### config.mk
export PLATFORM = sky130hd
export DESIGN_NAME = velocity_command_gate_core
export DESIGN_NICKNAME = d
export VERILOG_FILES = /design/src/hw/rtl/vcg_pkg.sv /design/src/hw/rtl/velocity_command_gate_core.sv
export SDC_FILE = /design/constraint.sdc
export NUM_CORES = 1
export LEC_CHECK = 0
export BUFFER_PORTS_ARGS = -buffer_cell sky130_fd_sc_hd__buf_2
export CAP_MARGIN = 20
export CORE_MARGIN = 2
export CORE_UTILIZATION = 40
export DETAILED_ROUTE_END_ITERATION = 6
export SLEW_MARGIN = 20
export SYNTH_ARGS = -nofsm -noshare
export SYNTH_HDL_FRONTEND = slang
export SYNTH_SLANG_ARGS = --single-unit
### constraint.sdc
create_clock -name clk -period 4.6 [get_ports clk]
set_input_delay 1.15 -clock clk [delete_from_list [all_inputs] [get_ports clk]]
set_output_delay 1.15 -clock clk [all_outputs]
set_load 0.03 [all_outputs]
### src/hw/rtl/vcg_pkg.sv
package vcg_pkg;

	// Default parameter values
	localparam int unsigned PermitSourcesDefault = 3;
	localparam int unsigned VelBitsDefault       = 16;

	// Fixed field widths
	localparam int unsigned ACTION_BITS = 3;
	localparam int unsigned SOURCE_BITS = 2;
	localparam int unsigned MODE_BITS   = 3;
	localparam int unsigned GATE_BITS   = 2;
	localparam int unsigned AGE_BITS    = 16;
	localparam int unsigned EPS_BITS    = 15;
	localparam int unsigned CFG_IDX_BITS  = 3;
	localparam int unsigned CFG_DATA_BITS = 16;

	// Event codes carried in the input tuser
	localparam logic [ACTION_BITS-1:0] ACT_TICK    = 3'd0;
	localparam logic [ACTION_BITS-1:0] ACT_COMMAND = 3'd1;
	localparam logic [ACTION_BITS-1:0] ACT_PERMIT  = 3'd2;
	localparam logic [ACTION_BITS-1:0] ACT_PARK    = 3'd3;
	localparam logic [ACTION_BITS-1:0] ACT_FORCE   = 3'd4;

	// Forced steering modes
	localparam logic [MODE_BITS-1:0] FMODE_AUTO      = 3'd0;
	localparam logic [MODE_BITS-1:0] FMODE_ACKERMANN = 3'd1;
	localparam logic [MODE_BITS-1:0] FMODE_CRAB      = 3'd2;
	localparam logic [MODE_BITS-1:0] FMODE_SIDESLIP  = 3'd3;
	localparam logic [MODE_BITS-1:0] FMODE_SPIN      = 3'd4;
	localparam logic [MODE_BITS-1:0] FMODE_PARK      = 3'd5;

	// Predicted steering modes
	localparam logic [MODE_BITS-1:0] PMODE_ACKERMANN = 3'd0;
	localparam logic [MODE_BITS-1:0] PMODE_CRAB      = 3'd1;
	localparam logic [MODE_BITS-1:0] PMODE_SPIN      = 3'd2;
	localparam logic [MODE_BITS-1:0] PMODE_SIDESLIP  = 3'd3;
	localparam logic [MODE_BITS-1:0] PMODE_PARK      = 3'd4;

	// Gate states
	localparam logic [GATE_BITS-1:0] GATE_OK      = 2'd0;
	localparam logic [GATE_BITS-1:0] GATE_PARK    = 2'd1;
	localparam logic [GATE_BITS-1:0] GATE_TIMEOUT = 2'd2;

	// Configuration register indexes
	localparam logic [CFG_IDX_BITS-1:0] REG_ALLOW_REVERSE   = 3'd0;
	localparam logic [CFG_IDX_BITS-1:0] REG_LATERAL_ALLOWED = 3'd1;
	localparam logic [CFG_IDX_BITS-1:0] REG_CMD_TIMEOUT     = 3'd2;
	localparam logic [CFG_IDX_BITS-1:0] REG_PERMIT_TIMEOUT  = 3'd3;
	localparam logic [CFG_IDX_BITS-1:0] REG_LINEAR_EPS      = 3'd4;
	localparam logic [CFG_IDX_BITS-1:0] REG_LATERAL_EPS     = 3'd5;
	localparam logic [CFG_IDX_BITS-1:0] REG_YAW_EPS         = 3'd6;

	// Configuration reset values
	localparam logic [AGE_BITS-1:0] CMD_TIMEOUT_RESET    = 16'd250;
	localparam logic [AGE_BITS-1:0] PERMIT_TIMEOUT_RESET = 16'd750;
	localparam logic [EPS_BITS-1:0] EPS_RESET            = 15'd20;

	// Saturating age increment
	function automatic logic [AGE_BITS-1:0] age_up(input logic [AGE_BITS-1:0] a);
		age_up = (a == {AGE_BITS{1'b1}}) ? a : a + 1'b1;
	endfunction

endpackage

### src/hw/rtl/velocity_command_gate_core.sv
// Velocity command gate. Events arrive on the slave stream, with the event code in s_tuser:
// a tick, a velocity command, a reverse permit update, a park flag or a forced steering mode.
// A new word can be accepted on every clock unless the slave side stalls; only a
// tick produces a result word, which appears on the master stream in the cycle after the tick is
// accepted and is held in a single output register. The slave side stalls only while that
// register holds a word the consumer has not yet taken. On a tick the command and permit ages
// are advanced (saturating) before the freshness tests, so a command is stale once more than
// cmd_timeout_ticks ticks have passed since it arrived. Park, from the flag or from the forced
// park mode, zeroes the output; otherwise a stale or absent command zeroes it. A negative
// forward speed is clamped to zero unless reverse is allowed globally or by a fresh permit,
// and a sideways speed at or above lateral_eps is clamped unless the lateral policy or a
// forced crab or side-slip mode allows it. Configuration registers are written through the
// cfg port and should only be changed while the block is idle.
module velocity_command_gate_core
	import vcg_pkg::*;
#(
	parameter int unsigned PERMIT_SOURCES = PermitSourcesDefault,
	parameter int unsigned VEL_BITS       = VelBitsDefault
) (
	input  logic clk,
	input  logic arst_n,

	// Configuration write port
	input  logic                     cfg_we,
	input  logic [CFG_IDX_BITS-1:0]  cfg_index,
	input  logic [CFG_DATA_BITS-1:0] cfg_data,

	// Event stream
	input  logic                                    s_tvalid,
	output logic                                    s_tready,
	// From bit 0 up: vel_x, vel_y, yaw_rate, permit_source, flag, mode_code, zero padding
	input  logic [((3*VEL_BITS+6+7)/8)*8-1:0]       s_tdata,
	// action
	input  logic [ACTION_BITS-1:0]                  s_tuser,

	// Gated command stream
	output logic                                    m_tvalid,
	input  logic                                    m_tready,
	// From bit 0 up: out_vel_x, out_vel_y, out_yaw_rate, steer_mode, has_command,
	// reverse_clamped, lateral_clamped, zero padding
	output logic [((3*VEL_BITS+6+7)/8)*8-1:0]       m_tdata,
	// gate_state
	output logic [GATE_BITS-1:0]                    m_tuser
);

	localparam int unsigned FIELD_BITS = 3*VEL_BITS + 6;
	localparam int unsigned TDATA_BITS = ((FIELD_BITS + 7) / 8) * 8;
	localparam int unsigned PAD_BITS   = TDATA_BITS - FIELD_BITS;
	// Width in which magnitudes and thresholds are compared.
	localparam int unsigned CMP_BITS   = (VEL_BITS > EPS_BITS) ? VEL_BITS : EPS_BITS;

	typedef logic signed [VEL_BITS-1:0] vel_t;

	typedef struct packed {
		logic                 lat_clamp;
		logic                 rev_clamp;
		logic                 has_cmd;
		logic [MODE_BITS-1:0] mode;
		vel_t                 wz;
		vel_t                 vy;
		vel_t                 vx;
	} result_t;

	// Magnitude of a velocity, widened for comparison against a threshold.
	function automatic logic [CMP_BITS-1:0] mag(input vel_t v);
		logic [VEL_BITS-1:0] m;
		m   = v[VEL_BITS-1] ? VEL_BITS'(-v) : VEL_BITS'(v);
		mag = CMP_BITS'(m);
	endfunction

	// Configuration registers
	logic                 allow_reverse_q;
	logic                 lateral_allowed_q;
	logic [AGE_BITS-1:0]  cmd_timeout_q;
	logic [AGE_BITS-1:0]  permit_timeout_q;
	logic [EPS_BITS-1:0]  linear_eps_q;
	logic [EPS_BITS-1:0]  lateral_eps_q;
	logic [EPS_BITS-1:0]  yaw_eps_q;

	// Gate state
	vel_t                 stored_vx_q;
	vel_t                 stored_vy_q;
	vel_t                 stored_wz_q;
	logic                 cmd_seen_q;
	logic [AGE_BITS-1:0]  cmd_age_q;
	logic                 park_q;
	logic [MODE_BITS-1:0] forced_mode_q;
	logic [PERMIT_SOURCES-1:0] permit_en_q;
	logic [PERMIT_SOURCES-1:0] permit_seen_q;
	logic [AGE_BITS-1:0]  permit_age_q [PERMIT_SOURCES];

	// Output register
	result_t              result_q;
	logic [GATE_BITS-1:0] gate_q;
	logic                 out_valid_q;

	// Unpacked input word
	vel_t                   in_vx, in_vy, in_wz;
	logic [SOURCE_BITS-1:0] in_src;
	logic                   in_flag;
	logic [MODE_BITS-1:0]   in_mode;

	assign in_vx   = s_tdata[VEL_BITS-1:0];
	assign in_vy   = s_tdata[2*VEL_BITS-1:VEL_BITS];
	assign in_wz   = s_tdata[3*VEL_BITS-1:2*VEL_BITS];
	assign in_src  = s_tdata[3*VEL_BITS+1:3*VEL_BITS];
	assign in_flag = s_tdata[3*VEL_BITS+2];
	assign in_mode = s_tdata[3*VEL_BITS+5:3*VEL_BITS+3];

	logic accept;
	assign s_tready = !out_valid_q || m_tready;
	assign accept   = s_tvalid && s_tready;

	logic is_tick, is_cmd, is_permit, is_park, is_force;
	always_comb begin
		is_tick   = 1'b0;
		is_cmd    = 1'b0;
		is_permit = 1'b0;
		is_park   = 1'b0;
		is_force  = 1'b0;
		unique case (s_tuser)
			ACT_TICK:    is_tick   = 1'b1;
			ACT_COMMAND: is_cmd    = 1'b1;
			ACT_PERMIT:  is_permit = 1'b1;
			ACT_PARK:    is_park   = 1'b1;
			ACT_FORCE:   is_force  = 1'b1;
			default: ;
		endcase
	end

	// Aged values as seen by the tick that is being accepted.
	logic [AGE_BITS-1:0] cmd_age_nx;
	logic [AGE_BITS-1:0] permit_age_nx [PERMIT_SOURCES];
	logic                any_permit;

	always_comb begin
		cmd_age_nx = age_up(cmd_age_q);
		any_permit = 1'b0;
		for (int i = 0; i < PERMIT_SOURCES; i++) begin
			permit_age_nx[i] = age_up(permit_age_q[i]);
			if (permit_en_q[i] && permit_seen_q[i] && (permit_age_nx[i] <= permit_timeout_q))
				any_permit = 1'b1;
		end
	end

	// Gating of the stored command for one tick.
	result_t              result_d;
	logic [GATE_BITS-1:0] gate_d;
	logic                 vy_big, vx_small, wz_big, forced_lateral, fresh, parked;

	always_comb begin
		vy_big   = mag(stored_vy_q) >= CMP_BITS'(lateral_eps_q);
		vx_small = mag(stored_vx_q) <  CMP_BITS'(linear_eps_q);
		wz_big   = mag(stored_wz_q) >= CMP_BITS'(yaw_eps_q);
		forced_lateral = (forced_mode_q == FMODE_CRAB) || (forced_mode_q == FMODE_SIDESLIP);
		parked   = park_q || (forced_mode_q == FMODE_PARK);
		fresh    = cmd_seen_q && (cmd_age_nx <= cmd_timeout_q);

		result_d.vx        = '0;
		result_d.vy        = '0;
		result_d.wz        = '0;
		result_d.mode      = PMODE_ACKERMANN;
		result_d.has_cmd   = cmd_seen_q;
		result_d.rev_clamp = 1'b0;
		result_d.lat_clamp = 1'b0;
		gate_d             = GATE_OK;

		if (parked) begin
			result_d.mode = PMODE_PARK;
			gate_d        = GATE_PARK;
		end else if (!fresh) begin
			gate_d        = GATE_TIMEOUT;
		end else begin
			result_d.vx = stored_vx_q;
			result_d.vy = stored_vy_q;
			result_d.wz = stored_wz_q;
			if (vx_small && wz_big)
				result_d.mode = PMODE_SPIN;
			if (stored_vx_q[VEL_BITS-1] && !allow_reverse_q && !any_permit) begin
				result_d.vx        = '0;
				result_d.rev_clamp = 1'b1;
			end
			if (vy_big) begin
				if (!lateral_allowed_q && !forced_lateral) begin
					// Clamped sideways speed falls back to the mode seen from the stored
					// command, which is crab as the stored speed is above threshold.
					result_d.vy        = '0;
					result_d.lat_clamp = 1'b1;
					result_d.mode      = PMODE_CRAB;
				end else begin
					result_d.mode = (forced_mode_q == FMODE_SIDESLIP) ? PMODE_SIDESLIP
					                                                  : PMODE_CRAB;
				end
			end
		end
	end

	// Configuration registers
	always_ff @(posedge clk or negedge arst_n) begin
		if (!arst_n) begin
			allow_reverse_q   <= 1'b0;
			lateral_allowed_q <= 1'b0;
			cmd_timeout_q     <= CMD_TIMEOUT_RESET;
			permit_timeout_q  <= PERMIT_TIMEOUT_RESET;
			linear_eps_q      <= EPS_RESET;
			lateral_eps_q     <= EPS_RESET;
			yaw_eps_q         <= EPS_RESET;
		end else if (cfg_we) begin
			unique case (cfg_index)
				REG_ALLOW_REVERSE:   allow_reverse_q   <= cfg_data[0];
				REG_LATERAL_ALLOWED: lateral_allowed_q <= cfg_data[0];
				REG_CMD_TIMEOUT:     cmd_timeout_q     <= cfg_data[AGE_BITS-1:0];
				REG_PERMIT_TIMEOUT:  permit_timeout_q  <= cfg_data[AGE_BITS-1:0];
				REG_LINEAR_EPS:      linear_eps_q      <= cfg_data[EPS_BITS-1:0];
				REG_LATERAL_EPS:     lateral_eps_q     <= cfg_data[EPS_BITS-1:0];
				REG_YAW_EPS:         yaw_eps_q         <= cfg_data[EPS_BITS-1:0];
				default: ;
			endcase
		end
	end

	// Gate state updates
	always_ff @(posedge clk or negedge arst_n) begin
		if (!arst_n) begin
			stored_vx_q   <= '0;
			stored_vy_q   <= '0;
			stored_wz_q   <= '0;
			cmd_seen_q    <= 1'b0;
			cmd_age_q     <= '0;
			park_q        <= 1'b0;
			forced_mode_q <= FMODE_AUTO;
			permit_en_q   <= '0;
			permit_seen_q <= '0;
			for (int i = 0; i < PERMIT_SOURCES; i++)
				permit_age_q[i] <= '0;
		end else if (accept) begin
			if (is_tick) begin
				cmd_age_q <= cmd_age_nx;
				for (int i = 0; i < PERMIT_SOURCES; i++)
					permit_age_q[i] <= permit_age_nx[i];
			end
			if (is_cmd) begin
				stored_vx_q <= in_vx;
				stored_vy_q <= in_vy;
				stored_wz_q <= in_wz;
				cmd_seen_q  <= 1'b1;
				cmd_age_q   <= '0;
			end
			if (is_permit) begin
				// Sources beyond the configured count match no slot and are dropped.
				for (int i = 0; i < PERMIT_SOURCES; i++) begin
					if (32'(in_src) == i) begin
						permit_en_q[i]   <= in_flag;
						permit_seen_q[i] <= 1'b1;
						permit_age_q[i]  <= '0;
					end
				end
			end
			if (is_park)
				park_q <= in_flag;
			if (is_force && (in_mode <= FMODE_PARK))
				forced_mode_q <= in_mode;
		end
	end

	// Output register
	always_ff @(posedge clk or negedge arst_n) begin
		if (!arst_n) begin
			out_valid_q <= 1'b0;
		end else if (s_tready) begin
			out_valid_q <= accept && is_tick;
		end
	end

	always_ff @(posedge clk) begin
		if (accept && is_tick) begin
			result_q <= result_d;
			gate_q   <= gate_d;
		end
	end

	assign m_tvalid = out_valid_q;
	assign m_tuser  = gate_q;
	generate
		if (PAD_BITS > 0) begin : g_pad
			assign m_tdata = {{PAD_BITS{1'b0}}, result_q};
		end else begin : g_nopad
			assign m_tdata = result_q;
		end
	endgenerate

endmodule
==> summary.md, run 1 <==
| Metric | Value |
|---|---|
| Status | `finished, final reports clean` |
| Via-to-Cell Ratio | `5.41` |
| Post-synth EDFFs | `55` |
| Hold Crit Start | `permit_seen_q[0]$_DFFE_PN0P_` |
| Drt pass-1 iters | `5` |
| Full die area | `a little under 40000 sq um` |
| Critical Path End Type | `register` |
| Top cell type's share of synthesized area | `a little under a third` |
| P_leak | `7.62 nW` |
| Post-CTS setup buffers | `0` |
| Post-Synth Adder-Cell Area | `roughly 9.6%` |
| Worst EP required | `4.90 ns` |
| Worst Hold Class | `register to register` |
| Top FF cell, synth | `dfrtp_1` |
| Fillers | `3474` |
| Largest net degree at the start of global routing | `159` |
| Placed Cells incl. Taps | `2037` |
| Post-synthesis sequential area ratio | `around 45%` |
| CTS Sinks | `around 260` |
| Rel. slew slack | `between 30% and 40%` |
| Mux contribution to synthesized area | `8.41%` |
| Routed wire length | `38.1 mm` |
| Reg2reg path depth | `14` |
| Post-Syn Area | `14900 sq um` |
| Setup TNS Final | `0 ns` |
| DR WL/cell | `18.2 um` |
| TritonCTS clock tree | `built` |
| Commonest cells post-synth | `184 x dfrtp_1, 141 x nand2_1, 115 x ha_1` |
| Synth Register Bits | `about 260` |
| Fin Clk Skew | `0.0388 ns` |
| Area of the multi-input gates | `approximately 7600 sq um` |
| Detail Route Antenna Nets | `0` |
| Clock period minus final worst setup slack | `4.06 ns` |
| Hold Path Depth | `1` |
| Final Setup Violations | `0` |
| Die Width | `197 um` |
| Final Cycle Share | `88.3%` |
| # port buffers | `138` |
| Synth Area in Compound Gates | `10.9%` |
| VDD IR-drop max | `0.000325 V` |
| Layout cell share with drive strength beyond 1 | `22.0%` |
| Non-filler cells in the finished layout | `about 2100` |
| Clk buf depth | `3` |
| Largest family of logic cells by synthesized area | `simple AND/OR/NAND/NOR gates` |
| Reg-to-Reg End | `m_tdata[29]$_SDFFCE_PP0P_` |
| Post-synthesis simple-gate area fraction | `15.3%` |
| Worst-path clk slew | `~0.06 ns` |
| Total track usage | `19.8%` |
| Synth async-reset ratio | `78.7%` |
| Grt ovf | `0` |
| Vias in the first global route | `11500` |
| First-pass GRT wire length | `about 60 mm` |
| Post-cts gate resize count | `0` |
| Flop2flop setup slack | `0.54 ns` |
| Post-CTS Hold Buffers | `0` |
| Number of hold violations in the final report | `0` |
| Io pins | `143` |
| Nets@finish | `1800` |
| Hpwl dp | `27.0 mm` |
| Max_cap viols | `0` |
| Worst slew pin tran | `~1.0 ns` |
| H-tree depth | `1` |
| Startpoint types | `register` |
| Area growth syn-to-layout | `15.3%` |
| Via count | `11300` |
| GPL Wtd Cong | `0.880` |
| Post-synth cell types | `69` |
| DR DRC count | `0` |
| Num CTS Buffers | `31` |
| Core Rows | `70` |
| Die span in y | `197 um` |
| RSZ-0062 raised after global routing | `no` |
| Hold_ws | `0.468 ns` |
| Root Buffer | `clkbuf_16` |
| R2r startpoint | `cmd_age_q[0]$_DFFE_PN0P_` |
| Core area | `~37000 sq um` |
| Max-slew violation count | `0` |
| Clock latency at the later pin of the worst-skew pair | `~0.57 ns` |
| Register Area | `around 6800 sq um` |
| Avg Cell Area, Syn | `10.2 sq um` |
| Yosys top cell by area | `dfrtp_1` |
| Antenna violations before repair | `5` |
| Critical path peak fanout | `23` |
| Count leader, synth | `dfrtp_1` |
| Starting Density | `between 40% and 50%` |
| Synth Warn # | `0` |
| Arrival time worst endpoint | `4.36 ns` |
| Top cells by area, synth | `dfrtp_1 31%, edfxtp_1 11%, ha_1 9.6%` |
| Mapped Cells | `1470` |
| Fmax | `246 MHz` |
| Critical path type | `register to register` |
| Pwr/cell area | `447 nW/um^2` |
| DRT iter0 DRCs | `565` |
| Synth Area in XOR/XNOR | `6.39%` |
| Hold Path End | `permit_seen_q[0]$_DFFE_PN0P_` |
[worst max path at each step]
stage / depth (start not counted) / start / end
after global routing: 14 / cmd_age_q[0]$_DFFE_PN0P_ / m_tdata[29]$_SDFFCE_PP0P_
after global placement: 14 / cmd_age_q[0]$_DFFE_PN0P_ / m_tdata[23]$_SDFFCE_PP0P_
after floorplan: 7 / m_tready / m_tdata[0]$_SDFFCE_PP0P_
after detailed placement: 14 / cmd_age_q[0]$_DFFE_PN0P_ / m_tdata[17]$_SDFFCE_PP0P_
final: 14 / cmd_age_q[0]$_DFFE_PN0P_ / m_tdata[29]$_SDFFCE_PP0P_
after CTS: 14 / cmd_age_q[0]$_DFFE_PN0P_ / m_tdata[29]$_SDFFCE_PP0P_
[placed cells by master (no fill, tap or decap), types with 14 or more instances in the layout]
master     synthesis  routed
nand4_1           34      34
ha_1             115     115
inv_1            100      99
buf_4              3      18
mux2_2           109     109
nand2_1          141     140
o21ai_0           70      70
xnor2_1           80      80
nand2b_1          16      16
xor2_1            29      29
a21oi_1           78      78
buf_2              0     137
nor3b_1           17      16
and3_1            30      30
edfxtp_1          55      55
nand3_1           56      56
nor3_1            27      26
dfrtp_1          184     184
clkbuf_16          0      31
or3_1             14      14
dfstp_2           19      19
nor2_1            78      78
[cells by family after synthesis]
| kind of cell | count (synthesis) |
|---|---|
| buffers and inverters | 160 |
| multiplexers | 112 |
| other | 1 |
| XOR/XNOR | 109 |
| AO/OA/AOI/OAI | 260 |
| AND/OR/NAND/NOR | 455 |
| flip-flops | 258 |
| adder cells (fa/ha/maj) | 115 |
[sequential cells by signal, summed over array words and instances (netlist names), 2 cells and up]
register and cells:
m_tdata 53, permit_age_q 48, cmd_age_q 16, cmd_timeout_q 16, permit_timeout_q 16, stored_vx_q 16
stored_vy_q 16, stored_wz_q 16, lateral_eps_q 15, linear_eps_q 15, yaw_eps_q 15, forced_mode_q 3
permit_en_q 3, permit_seen_q 3, m_tuser 2
[critical path, stage by stage (launching register included)]
cell	delay, ns
dfrtp_1	0.42
ha_1	0.26
nand2_1	0.12
nor4_1	0.47
a21oi_1	0.25
nand3_1	0.19
xnor2_1	0.11
ha_1	0.33
nand4_1	0.17
nor4_1	0.39
a21boi_0	0.45
o31ai_4	0.12
nand2_1	0.08
buf_4	0.33
nor3b_1	0.10
[layout make-up]
type / count / area share, %
sequential: 258 / 39.2
timing repair buffer: 158 / 5.08
clock inverter: 14 / 0.879
tap: 468 / 3.40
antenna: 4 / 0.0581
multi-input combinational: 1053 / 44.2
clock buffer: 43 / 5.00
inverter: 100 / 2.19
[metrics by stage]
step	cell area (sq um)	setup WS (ns)	total power [mW]	utilization, %
2_1_floorplan	15000	0.0800	4.63	-
4_1_cts	17200	0.574	7.76	46.9
6_report	17200	0.539	7.69	47.0
5_1_grt	17200	0.102	8.20	46.9
3_5_place_dp	16200	0.586	5.29	44.2
3_3_place_gp	16200	0.659	5.19	44.2
[power by group]
part           switching (mW)  internal (mW)  total (mW)
sequential              0.331           2.73        3.06
combinational            1.18           1.01        2.18
clock                   0.980           1.47        2.45
total                    2.49           5.20        7.69
[metal layers]
| metal | vias up | track usage (%) | wire (um) | part of all wire, % |
|---|---|---|---|---|
| met1 | 5523 | 26.6 | 17500 | 46 |
| met2 | 248 | 32.6 | 17500 | 46 |
| met5 | - | 0 | 7 | 0.018 |
| li1 | 5512 | - | - | - |
| met3 | 60 | 4.47 | 2330 | 6.1 |
| met4 | 2 | 4.82 | 798 | 2.1 |
Power figures use the tool's default switching activity.
==> inputs of run 2 (changes only) <==
Settings changed: ABC_AREA from default to 1.
==> run 2 against run 1 <==
Against the previous run:
- largest cell class unchanged
- clock skew shrank 0.026 ns
- count of clock-buffer cells in the layout grew 1
- non-clock buffer count shrank 10
- critical path depth grew 6
- power grew 7.3%
==> summary.md, run 2 <==
| Metric | Value |
|---|---|
| Final Cycle Share | `82.5%` |
| RSZ-0062 raised after global routing | `no` |
| Synth Area in Compound Gates | `12.8%` |
| TritonCTS clock tree | `built` |
| DR DRC count | `0` |
| Area growth syn-to-layout | `14.5%` |
| Max-slew violation count | `0` |
| Top cell type's share of synthesized area | `30.4%` |
| Final Power | `8.26 mW` |
| Most frequent cells in the layout | `339 x nand2_1, 280 x inv_1, 184 x dfrtp_1` |
| Hpwl dp | `27.8 mm` |
| Placed Cells incl. Taps | `2455` |
| Post-Synth Adder-Cell Area | `9.50%` |
| Root Buffer | `clkbuf_16` |
| Top cells by area, synth | `dfrtp_1 30%, edfxtp_1 11%, ha_1 9.5%` |
| Top sig layer | `met5` |
| Post-Syn Area | `15200 sq um` |
| Die span in y | `199 um` |
| Post-synthesis simple-gate area fraction | `19.7%` |
| Drt pass-1 iters | `6` |
| Fillers | `3770` |
| Critical path peak fanout | `16` |
| GPL Wtd Cong | `slightly below 0.9` |
| Synth async-reset ratio | `78.7%` |
| Antenna violations before repair | `5` |
| Mapped Cells | `1850` |
| Met1 WL | `approximately 19 mm` |
| Pwr/cell area | `476 nW/um^2` |
| Post-cts gate resize count | `0` |
| Post-CTS Hold Buffers | `0` |
| First-pass GRT wire length | `62.5 mm` |
| Largest register FFs | `53` |
| Core area | `37500 sq um` |
| Vias in the first global route | `12200` |
| Worst slew pin tran | `0.975 ns` |
| Count leader, synth | `nand2_1` |
| Rel. slew slack | `34.8%` |
| Core Rows | `71` |
| Via-to-Cell Ratio | `between 4 and 5` |
| Yosys top cell by area | `dfrtp_1` |
| Fmax | `roughly 260 MHz` |
| Full die area | `39500 sq um` |
| Arrival time worst endpoint | `4.08 ns` |
| Detail Route Antenna Nets | `0` |
| Top FF cell, synth | `dfrtp_1` |
| Setup TNS Final | `0 ns` |
| Met3 wire len | `1.73 mm` |
| Post-synth EDFFs | `55` |
| Final Setup Violations | `0` |
| CTS Sinks | `258` |
| Via count | `12400` |
| # port buffers | `138` |
| P_leak | `8.53 nW` |
| Critical Path End Type | `register` |
| Clock period minus final worst setup slack | `3.80 ns` |
| Largest net degree at the start of global routing | `92` |
| Clk buf depth | `3` |
| Non-filler cells in the finished layout | `2511` |
| Clock latency at the later pin of the worst-skew pair | `0.56 ns` |
| Worst Hold Class | `register to register` |
| Post-synth cell types | `48` |
| Layout cell share with drive strength beyond 1 | `13.1%` |
| Commonest cells post-synth | `340 x nand2_1, 281 x inv_1, 184 x dfrtp_1` |
| Largest family of logic cells by synthesized area | `simple AND/OR/NAND/NOR gates` |
| Post-CTS setup buffers | `0` |
| Starting Density | `40.4%` |
| Synth Area in XOR/XNOR | `under 10%` |
| Io pins | `143` |
| Worst EP required | `4.88 ns` |
| Nets@finish | `2173` |
| Number of hold violations in the final report | `0` |
| DR WL/cell | `15.4 um` |
| Total track usage | `19.9%` |
| Grt ovf | `0` |
| Met2 wire length | `about 17 mm` |
| DRT iter0 DRCs | `683` |
| Fin Clk Skew | `0.0124 ns` |
| Die Width | `199 um` |
| Routed wire length | `slightly below 40 mm` |
| VDD IR-drop max | `between 0.0003 and 0.0004 V` |
| Post-synthesis sequential area ratio | `~45%` |
| Startpoint types | `register` |
| Max_cap viols | `0` |
| Num CTS Buffers | `29` |
| Worst-path clk slew | `about 0.060 ns` |
| Status | `finished, final reports clean` |
| Avg Cell Area, Syn | `8.19 sq um` |
| Mux contribution to synthesized area | `0.0743%` |
| Critical path type | `register to register` |
| Synth Register Bits | `258` |
| H-tree depth | `1` |
| Commonest non-fill, non-tap cell in the layout | `nand2_1` |
| Synth Warn # | `0` |
run 2: cell count changes in the layout (fill, tap and decap cells not counted), sizes merged, moves of 14 or more:
cell / delta
nand2: +203
inv: +185
o21ai: +110
mux2: -108
nor2: +107
xnor2: -77
a21oi: +67
nor3: +49
xor2: +44
and3: -29
nand4: -19
nand2b: -16
nor3b: -15
or3: -14
run 2: final timing paths:
path	startpoint	to	slack, ns	depth (start not counted)
max in group asynchronous	arst_n	yaw_eps_q[2]$_DFFE_PN1P_	2.97	2
worst max register to register	permit_age_q[0]$_DFFE_PN0P_	m_tdata[12]$_SDFFCE_PP0P_	0.80	20
worst min-delay path	permit_seen_q[1]$_DFFE_PN0P_	permit_seen_q[1]$_DFFE_PN0P_	0.48	1
worst min register to register	permit_seen_q[1]$_DFFE_PN0P_	permit_seen_q[1]$_DFFE_PN0P_	0.48	1
min in group asynchronous	arst_n	permit_age_q[40]$_DFFE_PN0P_	0.65	1
worst max-delay path	permit_age_q[0]$_DFFE_PN0P_	m_tdata[12]$_SDFFCE_PP0P_	0.80	20
run 2: per-stage QoR:
stage	area (sq um)	hold WS, ns	setup slack [ns]	utilization [%]
floorplan	15200	0.439	1.32	-
global placement	16300	0.455	0.960	43.6
detailed placement	16300	0.453	0.873	43.6
CTS	17300	0.474	0.830	46.3
global route	17300	0.503	0.448	46.3
finish	17300	0.478	0.803	46.3
run 2: cell type report:
type | instances | area (sq um) | area share, %
diodes | 3 | 7.51 | 0.0433
clock buffers | 44 | 842 | 4.85
clock inverters | 9 | 151 | 0.873
inverters | 288 | 1080 | 6.25
multi-input cells | 1250 | 7060 | 40.7
flip-flops and latches | 258 | 6760 | 38.9
well taps | 511 | 639 | 3.69
repair buffers | 148 | 812 | 4.68
run 2: where the power goes:
| part | switching [mW] | internal (mW) |
|---|---|---|
| combinational | 1.69 | 1.04 |
| sequential | 0.303 | 2.79 |
| clock | 0.955 | 1.48 |
| total | 2.95 | 5.30 |
run 2: per-layer routing:
layer  up-vias  track usage, %
met5         -               0
met2       231            32.5
met1      5858            27.7
met3        56            3.31
met4         6            4.89
li1       6268               -
run 2: critical path, stage by stage (launching register included):
cell	delay, ns
dfrtp_1	0.40
ha_1	0.19
nand2_1	0.10
nor2_1	0.17
nand3_1	0.14
nor2_1	0.22
nand2_1	0.15
nand2_1	0.13
nor2_1	0.06
xor2_1	0.18
inv_1	0.07
ha_1	0.28
nand4_1	0.09
nor3_1	0.31
nand2_1	0.10
nand2_1	0.06
nand2_1	0.05
nand2_1	0.05
nand2_1	0.07
nor2_2	0.58
nor3_1	0.11
run 2: kinds of logic (layout without fill, tap and decap cells):
logic type | after synthesis | count (layout)
compound gates | 368 | 368
mux | 1 | 1
simple gates | 688 | 688
fa+ha+maj | 115 | 115
xor+xnor | 76 | 76
other cells | 1 | 5
flops | 258 | 258
buf+inv | 343 | 489
